--- src/rtl/nst_pkg.sv ---
// Package with the types and constants of the named semaphore table.
`timescale 1ns / 1ps

package nst_pkg;

    // Default table size.
    localparam int NST_ENTRIES_DEF = 16;

    // Request commands.
    typedef enum logic [2:0] {
        CMD_CREATE   = 3'd0,
        CMD_DESTROY  = 3'd1,
        CMD_GET      = 3'd2,
        CMD_RELEASE  = 3'd3,
        CMD_FREE_ALL = 3'd4
    } t_cmd;

    // Result status codes.
    typedef enum logic [2:0] {
        ST_OK      = 3'd0,
        ST_OWNED   = 3'd1,
        ST_NOSUCH  = 3'd2,
        ST_DENIED  = 3'd3,
        ST_FULL    = 3'd4,
        ST_WAIT    = 3'd5,
        ST_BADCMD  = 3'd6
    } t_status;

    // Sequencer states.
    typedef enum logic [1:0] {
        S_IDLE,
        S_SCAN,
        S_FINISH,
        S_DONE
    } t_state;

    // Request beat.
    typedef struct packed {
        logic [2:0]  cmd;
        logic [31:0] sem_id;
        logic [14:0] requester_pid;
        logic        may_wait;
    } t_req;

    // Result beat.
    typedef struct packed {
        t_status status;
        logic    wake_waiters;
    } t_rsp;

    // One stored table entry (the valid mark is kept apart in flip-flops).
    typedef struct packed {
        logic [31:0] id;
        logic [14:0] owner;
        logic        free;
    } t_entry;

endpackage

--- src/rtl/nst_ram.sv ---
// Generic simple dual-port RAM with one write port and a registered read port.
`timescale 1ns / 1ps

module nst_ram #(
    parameter int WIDTH = 8,
    parameter int DEPTH = 16,
    localparam int AW = (DEPTH > 1) ? $clog2(DEPTH) : 1
) (
    input  logic             i_clk,
    input  logic             i_we,
    input  logic [AW-1:0]    i_waddr,
    input  logic [WIDTH-1:0] i_wdata,
    input  logic [AW-1:0]    i_raddr,
    output logic [WIDTH-1:0] o_rdata
);

    logic [WIDTH-1:0] r_mem [DEPTH];
    logic [WIDTH-1:0] r_rdata;

    always_ff @(posedge i_clk) begin
        if (i_we) begin
            r_mem[i_waddr] <= i_wdata;
        end
        r_rdata <= r_mem[i_raddr];
    end

    assign o_rdata = r_rdata;

endmodule

--- src/rtl/nst_ctrl.sv ---
// Sequencer and shared compare unit that scan the semaphore table per request.
`timescale 1ns / 1ps

module nst_ctrl import nst_pkg::*; #(
    parameter int TABLE_ENTRIES = NST_ENTRIES_DEF,
    localparam int IW = (TABLE_ENTRIES > 1) ? $clog2(TABLE_ENTRIES) : 1,
    localparam int CW = $clog2(TABLE_ENTRIES + 1)
) (
    input  logic          i_clk,
    input  logic          i_rst_n,
    input  logic          i_req_valid,
    output logic          o_req_ready,
    input  t_req          i_req,
    output logic          o_rsp_valid,
    input  logic          i_rsp_take,
    output t_rsp          o_rsp,
    output logic          o_ram_we,
    output logic [IW-1:0] o_ram_waddr,
    output t_entry        o_ram_wdata,
    output logic [IW-1:0] o_ram_raddr,
    input  t_entry        i_ram_rdata
);

    localparam logic [IW-1:0] LAST_IDX = IW'(TABLE_ENTRIES - 1);
    localparam logic [CW-1:0] COUNT    = CW'(TABLE_ENTRIES);

    t_state                   r_state, n_state;
    t_req                     r_req, n_req;
    logic [TABLE_ENTRIES-1:0] r_valid, n_valid;
    logic [CW-1:0]            r_addr, n_addr;
    logic                     r_cvld, n_cvld;
    logic [IW-1:0]            r_cidx, n_cidx;
    logic                     r_hit, n_hit;
    logic [IW-1:0]            r_hit_idx, n_hit_idx;
    t_entry                   r_hit_ent, n_hit_ent;
    logic                     r_empty_found, n_empty_found;
    logic [IW-1:0]            r_empty_idx, n_empty_idx;
    logic                     r_any, n_any;
    t_rsp                     r_rsp, n_rsp;

    logic issue;
    logic cur_valid;
    logic id_match;
    logic pid_match;

    always_ff @(posedge i_clk) begin
        if (!i_rst_n) begin
            r_state <= S_IDLE;
            r_valid <= '0;
            r_cvld  <= 1'b0;
        end else begin
            r_state <= n_state;
            r_valid <= n_valid;
            r_cvld  <= n_cvld;
        end
        r_req         <= n_req;
        r_addr        <= n_addr;
        r_cidx        <= n_cidx;
        r_hit         <= n_hit;
        r_hit_idx     <= n_hit_idx;
        r_hit_ent     <= n_hit_ent;
        r_empty_found <= n_empty_found;
        r_empty_idx   <= n_empty_idx;
        r_any         <= n_any;
        r_rsp         <= n_rsp;
    end

    // The one compare unit: checks the entry read in the previous cycle.
    assign cur_valid = r_valid[r_cidx];
    assign id_match  = cur_valid && (i_ram_rdata.id == r_req.sem_id);
    assign pid_match = i_ram_rdata.owner == r_req.requester_pid;

    assign issue       = (r_state == S_SCAN) && (r_addr < COUNT);
    assign o_ram_raddr = r_addr[IW-1:0];
    assign o_req_ready = (r_state == S_IDLE);
    assign o_rsp_valid = (r_state == S_DONE);
    assign o_rsp       = r_rsp;

    always_comb begin
        n_state       = r_state;
        n_req         = r_req;
        n_valid       = r_valid;
        n_addr        = r_addr;
        n_cvld        = 1'b0;
        n_cidx        = r_addr[IW-1:0];
        n_hit         = r_hit;
        n_hit_idx     = r_hit_idx;
        n_hit_ent     = r_hit_ent;
        n_empty_found = r_empty_found;
        n_empty_idx   = r_empty_idx;
        n_any         = r_any;
        n_rsp         = r_rsp;
        o_ram_we      = 1'b0;
        o_ram_waddr   = r_cidx;
        o_ram_wdata   = i_ram_rdata;

        case (r_state)
            S_IDLE: begin
                if (i_req_valid) begin
                    n_req         = i_req;
                    n_addr        = '0;
                    n_hit         = 1'b0;
                    n_empty_found = 1'b0;
                    n_any         = 1'b0;
                    case (i_req.cmd)
                        CMD_CREATE, CMD_DESTROY, CMD_GET, CMD_RELEASE, CMD_FREE_ALL: begin
                            n_state = S_SCAN;
                        end
                        default: begin
                            n_state = S_FINISH;
                        end
                    endcase
                end
            end

            S_SCAN: begin
                if (issue) begin
                    n_addr = r_addr + 1'b1;
                    n_cvld = 1'b1;
                end
                if (r_cvld) begin
                    if (r_req.cmd == CMD_FREE_ALL) begin
                        // Free every entry the terminating process still holds.
                        if (cur_valid && !i_ram_rdata.free && pid_match) begin
                            o_ram_we         = 1'b1;
                            o_ram_waddr      = r_cidx;
                            o_ram_wdata      = i_ram_rdata;
                            o_ram_wdata.free = 1'b1;
                            n_any            = 1'b1;
                        end
                        if (r_cidx == LAST_IDX) begin
                            n_state = S_FINISH;
                            n_cvld  = 1'b0;
                        end
                    end else begin
                        if (!cur_valid && !r_empty_found) begin
                            n_empty_found = 1'b1;
                            n_empty_idx   = r_cidx;
                        end
                        // The first match ends the scan; ids are unique.
                        if (id_match) begin
                            n_hit     = 1'b1;
                            n_hit_idx = r_cidx;
                            n_hit_ent = i_ram_rdata;
                            n_state   = S_FINISH;
                            n_cvld    = 1'b0;
                        end else if (r_cidx == LAST_IDX) begin
                            n_state = S_FINISH;
                            n_cvld  = 1'b0;
                        end
                    end
                end
            end

            S_FINISH: begin
                n_state = S_DONE;
                n_rsp.status       = ST_OK;
                n_rsp.wake_waiters = 1'b0;
                o_ram_wdata.id     = r_req.sem_id;
                o_ram_wdata.owner  = r_req.requester_pid;
                o_ram_wdata.free   = 1'b0;
                case (r_req.cmd)
                    CMD_CREATE: begin
                        if (r_hit) begin
                            n_rsp.status = ST_DENIED;
                        end else if (!r_empty_found) begin
                            n_rsp.status = ST_FULL;
                        end else begin
                            o_ram_we             = 1'b1;
                            o_ram_waddr          = r_empty_idx;
                            n_valid[r_empty_idx] = 1'b1;
                        end
                    end
                    CMD_DESTROY, CMD_RELEASE: begin
                        if (!r_hit) begin
                            n_rsp.status = ST_NOSUCH;
                        end else if (!r_hit_ent.free &&
                                     (r_hit_ent.owner != r_req.requester_pid)) begin
                            n_rsp.status = ST_DENIED;
                        end else begin
                            n_rsp.wake_waiters = 1'b1;
                            if (r_req.cmd == CMD_RELEASE) begin
                                o_ram_we         = 1'b1;
                                o_ram_waddr      = r_hit_idx;
                                o_ram_wdata      = r_hit_ent;
                                o_ram_wdata.free = 1'b1;
                            end else begin
                                n_valid[r_hit_idx] = 1'b0;
                            end
                        end
                    end
                    CMD_GET: begin
                        if (!r_hit) begin
                            n_rsp.status = ST_NOSUCH;
                        end else if (r_hit_ent.free) begin
                            o_ram_we    = 1'b1;
                            o_ram_waddr = r_hit_idx;
                        end else if (r_hit_ent.owner == r_req.requester_pid) begin
                            n_rsp.status = ST_OWNED;
                        end else begin
                            n_rsp.status = r_req.may_wait ? ST_WAIT : ST_DENIED;
                        end
                    end
                    CMD_FREE_ALL: begin
                        n_rsp.wake_waiters = r_any;
                    end
                    default: begin
                        n_rsp.status = ST_BADCMD;
                    end
                endcase
            end

            S_DONE: begin
                if (i_rsp_take) begin
                    n_state = S_IDLE;
                end
            end

            default: begin
                n_state = S_IDLE;
            end
        endcase
    end

endmodule

--- src/rtl/named_semaphore_table.sv ---
// Top level of the named semaphore table: sequencer, entry memory and output register.
`timescale 1ns / 1ps

// Named semaphore table.
// Requests arrive as beats on the input channel (i_in_valid, o_in_ready,
// i_in_data) and each one gives exactly one result beat on the output
// channel (o_out_valid, i_out_ready, o_out_data) with a status and a
// wake-waiters flag. Sleeping and timeouts stay with the requester.
// The block works on one request at a time. It reads one table entry per
// cycle from the entry memory through a single compare unit; a create,
// destroy, get or release whose id is found stops the scan at the
// matching entry, and an invalid command skips the scan. The next
// request is taken in the cycle after the previous result has moved
// into the output register.
// A result that the receiver stalls waits in the output register while
// the next request is already accepted and scanned; that request then
// holds its finished result until the output register frees up.
// Reset empties the table at once by clearing the per-entry valid marks;
// the id, owner and free fields need no clearing pass.
module named_semaphore_table import nst_pkg::*; #(
    parameter int TABLE_ENTRIES = NST_ENTRIES_DEF
) (
    input  logic i_clk,
    input  logic i_rst_n,
    input  logic i_in_valid,
    output logic o_in_ready,
    input  t_req i_in_data,
    output logic o_out_valid,
    input  logic i_out_ready,
    output t_rsp o_out_data
);

    localparam int IW = (TABLE_ENTRIES > 1) ? $clog2(TABLE_ENTRIES) : 1;

    logic          ram_we;
    logic [IW-1:0] ram_waddr;
    t_entry        ram_wdata;
    logic [IW-1:0] ram_raddr;
    t_entry        ram_rdata;

    logic rsp_valid;
    logic rsp_take;
    t_rsp rsp;

    logic r_out_valid;
    t_rsp r_out_data;

    // The sequencer and its compare unit.
    nst_ctrl #(
        .TABLE_ENTRIES(TABLE_ENTRIES)
    ) u_ctrl (
        .i_clk      (i_clk),
        .i_rst_n    (i_rst_n),
        .i_req_valid(i_in_valid),
        .o_req_ready(o_in_ready),
        .i_req      (i_in_data),
        .o_rsp_valid(rsp_valid),
        .i_rsp_take (rsp_take),
        .o_rsp      (rsp),
        .o_ram_we   (ram_we),
        .o_ram_waddr(ram_waddr),
        .o_ram_wdata(ram_wdata),
        .o_ram_raddr(ram_raddr),
        .i_ram_rdata(ram_rdata)
    );

    // Id, owner and free mark of every entry.
    nst_ram #(
        .WIDTH($bits(t_entry)),
        .DEPTH(TABLE_ENTRIES)
    ) u_entry_ram (
        .i_clk  (i_clk),
        .i_we   (ram_we),
        .i_waddr(ram_waddr),
        .i_wdata(ram_wdata),
        .i_raddr(ram_raddr),
        .o_rdata(ram_rdata)
    );

    // The output register takes a finished result whenever it is empty or
    // its current beat leaves in this cycle.
    assign rsp_take = rsp_valid && (!r_out_valid || i_out_ready);

    always_ff @(posedge i_clk) begin
        if (!i_rst_n) begin
            r_out_valid <= 1'b0;
        end else if (rsp_take) begin
            r_out_valid <= 1'b1;
        end else if (i_out_ready) begin
            r_out_valid <= 1'b0;
        end
        if (rsp_take) begin
            r_out_data <= rsp;
        end
    end

    assign o_out_valid = r_out_valid;
    assign o_out_data  = r_out_data;

endmodule
--- config.mk ---
export PLATFORM = sky130hd
export DESIGN_NAME = named_semaphore_table
export DESIGN_NICKNAME = d
export VERILOG_FILES = /design/src/rtl/nst_pkg.sv /design/src/rtl/nst_ram.sv /design/src/rtl/nst_ctrl.sv /design/src/rtl/named_semaphore_table.sv
export SDC_FILE = /design/constraint.sdc
export NUM_CORES = 1
export LEC_CHECK = 0
export BUFFER_PORTS_ARGS = -buffer_cell sky130_fd_sc_hd__buf_2
export CAP_MARGIN = 20
export CORE_ASPECT_RATIO = 1.75
export CORE_MARGIN = 2
export CORE_UTILIZATION = 45
export CTS_BUF_LIST = sky130_fd_sc_hd__clkbuf_8
export DETAILED_ROUTE_END_ITERATION = 10
export PLACE_DENSITY = 0.66
export SLEW_MARGIN = 20
export SYNTH_ARGS = -nofsm -noshare
export SYNTH_HDL_FRONTEND = slang
export SYNTH_SLANG_ARGS = --single-unit
export TNS_END_PERCENT = 5
--- constraint.sdc ---
create_clock -name i_clk -period 5.4 [get_ports i_clk]
set_input_delay 1.08 -clock i_clk [delete_from_list [all_inputs] [get_ports i_clk]]
set_output_delay 1.08 -clock i_clk [all_outputs]
set_load 0.005 [all_outputs]
==> run summary <==
Status: finished clean
Num CTS Buffers: 138
CTS Sinks: 963
Final nets: 1999
YS warnings: 0
Synth cell types: 59
Top cells by area, synth: edfxtp_1 72%, mux4_2 15%, dfxtp_1 3.9%
Clock Path Buffers: 3
Placed cells: 2856
Root buffer cell: clkbuf_8
Max-Cap Viols: 0
Core box area: 81910 um2
Crit path required time: 5900 ps
Io pins: 61
Final Hold Viols: 0
Worst setup EP type: flop
DR WL/cell: 27.17 um
Synthesized flop and latch total: 963
TNS Setup: 0 ps
DRC violations left: 0
Die Ht: 383.8 um
Area occupied by multi-input gates: 8637 um2
Dpl ws: 1087 ps
# resized after CTS: 0
First-pass GRT wire length: 125800 um
Post-synth EDFFs: 891
Hpwl dp: 46250 um
Worst relative slew slack: 18.17%
CTS Hold Bufs: 0
Leakage Power: 13.52 nW
Gr usage total: 20.25%
Ys async rst share: 0%
Die Footprint: 84820 um2
Area grow syn2layout: 13.62%
Synthesized area per cell: 21.22 um2
Clock transition at path regs: 60 ps
FMAX: 0.2274 GHz
M1 GR Usage: 25.61%
Slew at the pin closest to its max-slew limit: 1227 ps
Syn_nets: 1808
Met2 GRT Util: 34.97%
RSZ-0062 raised after global routing: false
Commonest non-fill, non-tap cell in the layout: edfxtp_1
RePlAce Congestion: 0.8915
Post-synthesis sequential area ratio: 76.03%
Final Critical Period: 4397 ps
Setup bufs post-CTS: 0
Initial Util: 45.27%
Power Density: 523.5 nW/um2
PortBufs: 60
Filler cells: 6389
Row cnt: 139
Area after DPL: 39360 um2
DR vias: 17990
Final Setup Violations: 0
GR Util met3: 3.710%
Ratio of cells with drive above 1 in the final layout: 29.37%
Final ANT Viol Nets: 0
Cells after synthesis: 1748
Largest area contributor in the netlist: edfxtp_1
Mapped Area: 37090 um2
Busiest grt layer: met2
Crit path max fanout: 17
CTS tree: built
Crit Path Class: reg2reg
Post-synth top area share: 72.14%
Drt pass-1 iters: 5
Final core utilization: 51.44%
Startpoint Class: flop
Clock latency on the worst-skew pair: 820 ps
Initial antenna violation count: 3
CTS H-tree lvls: 4
Clock Skews: 43.49 ps
Final Worst Setup Slack: 1003 ps
Register area: 28200 um2
Most frequent cells in the layout: 891 x edfxtp_1, 240 x mux4_2, 161 x clkbuf_8, 72 x dfxtp_1, 63 x nand2_1
Final wirelength: 84520 um
Maximum VDD drop: 0.0005279 V
GR Overflow Total: 0
Largest net degree at the start of global routing: 159
Via density: 5.781
1st-iter DRT viols: 1591
Finished Layout Cells: 3111
Slew Limit Fails: 0
Cell area after layout: 42140 um2
Final worst-path cycle share: 81.42%
Arr. time, crit path: 4900 ps
Width of the die: 221.0 um
Primary FF master, synth: edfxtp_1
HP Class: reg2reg
Vias in the first global route: 19090
## power by group
group | switching, W | internal, W | total (W)
logic | 0.00338 | 0.00252 | 0.00590
clock network | 0.00279 | 0.00294 | 0.00573
registers | 0.000478 | 0.00995 | 0.0104
total | 0.00664 | 0.0154 | 0.0221
## critical path, stage by stage, from the launching register on
cell	delay, ps
edfxtp_1	450
xor2_1	180
nor4_1	760
a41oi_1	450
o31a_1	370
o22ai_1	300
nand3_1	420
nor2_4	820
buf_4	340
## layout make-up
cell class / count / share of cell area (%)
sequential: 963 / 66.92
clock inverter: 93 / 1.324
inverter: 11 / 0.09799
multi-input combinational: 685 / 20.50
timing repair buffer: 140 / 2.761
tap: 1057 / 3.139
antenna: 1 / 0.005939
clock buffer: 161 / 5.259
## worst paths after layout
path | endpoint | slack (ps) | cells after the start | from
max | u_entry_ram.r_mem[5][5]$_DFFE_PP_ | 1000 | 8 | u_ctrl.r_req[3]$_DFFE_PP_
min | o_out_data[1]$_DFFE_PP_ | 420 | 0 | u_ctrl.o_rsp[1]$_DFFE_PP_
min reg2reg | o_out_data[1]$_DFFE_PP_ | 420 | 0 | u_ctrl.o_rsp[1]$_DFFE_PP_
max reg2reg | u_entry_ram.r_mem[5][5]$_DFFE_PP_ | 1000 | 8 | u_ctrl.r_req[3]$_DFFE_PP_
## sequential cells by signal, indices dropped and copies added (netlist names)
register / count
u_ctrl.r_valid: 16
u_ctrl.r_any: 1
u_ctrl.r_hit_idx: 4
o_out_valid: 1
u_entry_ram.o_rdata: 48
u_ctrl.r_hit: 1
u_ctrl.r_hit_ent: 48
u_ctrl.o_rsp: 4
u_ctrl.r_addr: 5
u_ctrl.r_empty_idx: 4
o_out_data: 4
u_ctrl.r_cvld: 1
u_ctrl.r_state: 2
u_ctrl.r_cidx: 4
u_ctrl.r_empty_found: 1
u_ctrl.r_req: 51
u_entry_ram.r_mem: 768
## metrics by stage
| step | hold WS [ps] | total power [W] |
|---|---|---|
| 2_1_floorplan | 346.2 | 0.01434 |
| 3_3_place_gp | 407.4 | 0.01635 |
| 3_5_place_dp | 407.5 | 0.01653 |
| 4_1_cts | 349.4 | 0.02228 |
| 5_1_grt | 380.1 | 0.02299 |
| 6_report | 424.8 | 0.02206 |
## routing by layer
metal	up-vias	wire, um
met5	-	0
met4	0	2378
met3	148	4254
met2	585	44420
met1	9573	33470
li1	7679	-
## kinds of logic (layout without fill, tap and decap cells)
family	Yosys count	count (layout)	share of synthesized area (%)
flip-flops	963	963	76.03
multiplexers	298	298	16.33
AND/OR/NAND/NOR	202	202	2.804
AO/OA/AOI/OAI	118	118	2.149
buffers and inverters	100	405	1.056
XOR/XNOR	62	62	1.464
adder cells (fa/ha/maj)	5	5	0.1687
other	0	1	0
## Yosys cell counts (2+ instances only)
cell and instances:
edfxtp_1 891, mux4_2 240, dfxtp_1 72, clkbuf_1 70
nand2_1 64, o21ai_0 55, mux2i_1 53, xor2_1 44
nor2_1 31, nand4_1 22, xnor2_1 18, a32o_1 16
nor2b_1 16, nor4_1 16, and2_1 11, buf_1 11
inv_1 11, a21oi_1 10, nand3_1 8, buf_2 7
nor3_1 7, and3_1 6, ha_1 5, nand2b_1 5
o211ai_1 5, o22ai_1 5, mux4_1 4, nor3b_1 4
a21boi_0 3, nand3b_1 3, a311o_1 2, a311oi_1 2
and4_1 2, o211a_1 2, o21a_1 2, o31a_1 2
(Power assumes the default switching activity.)
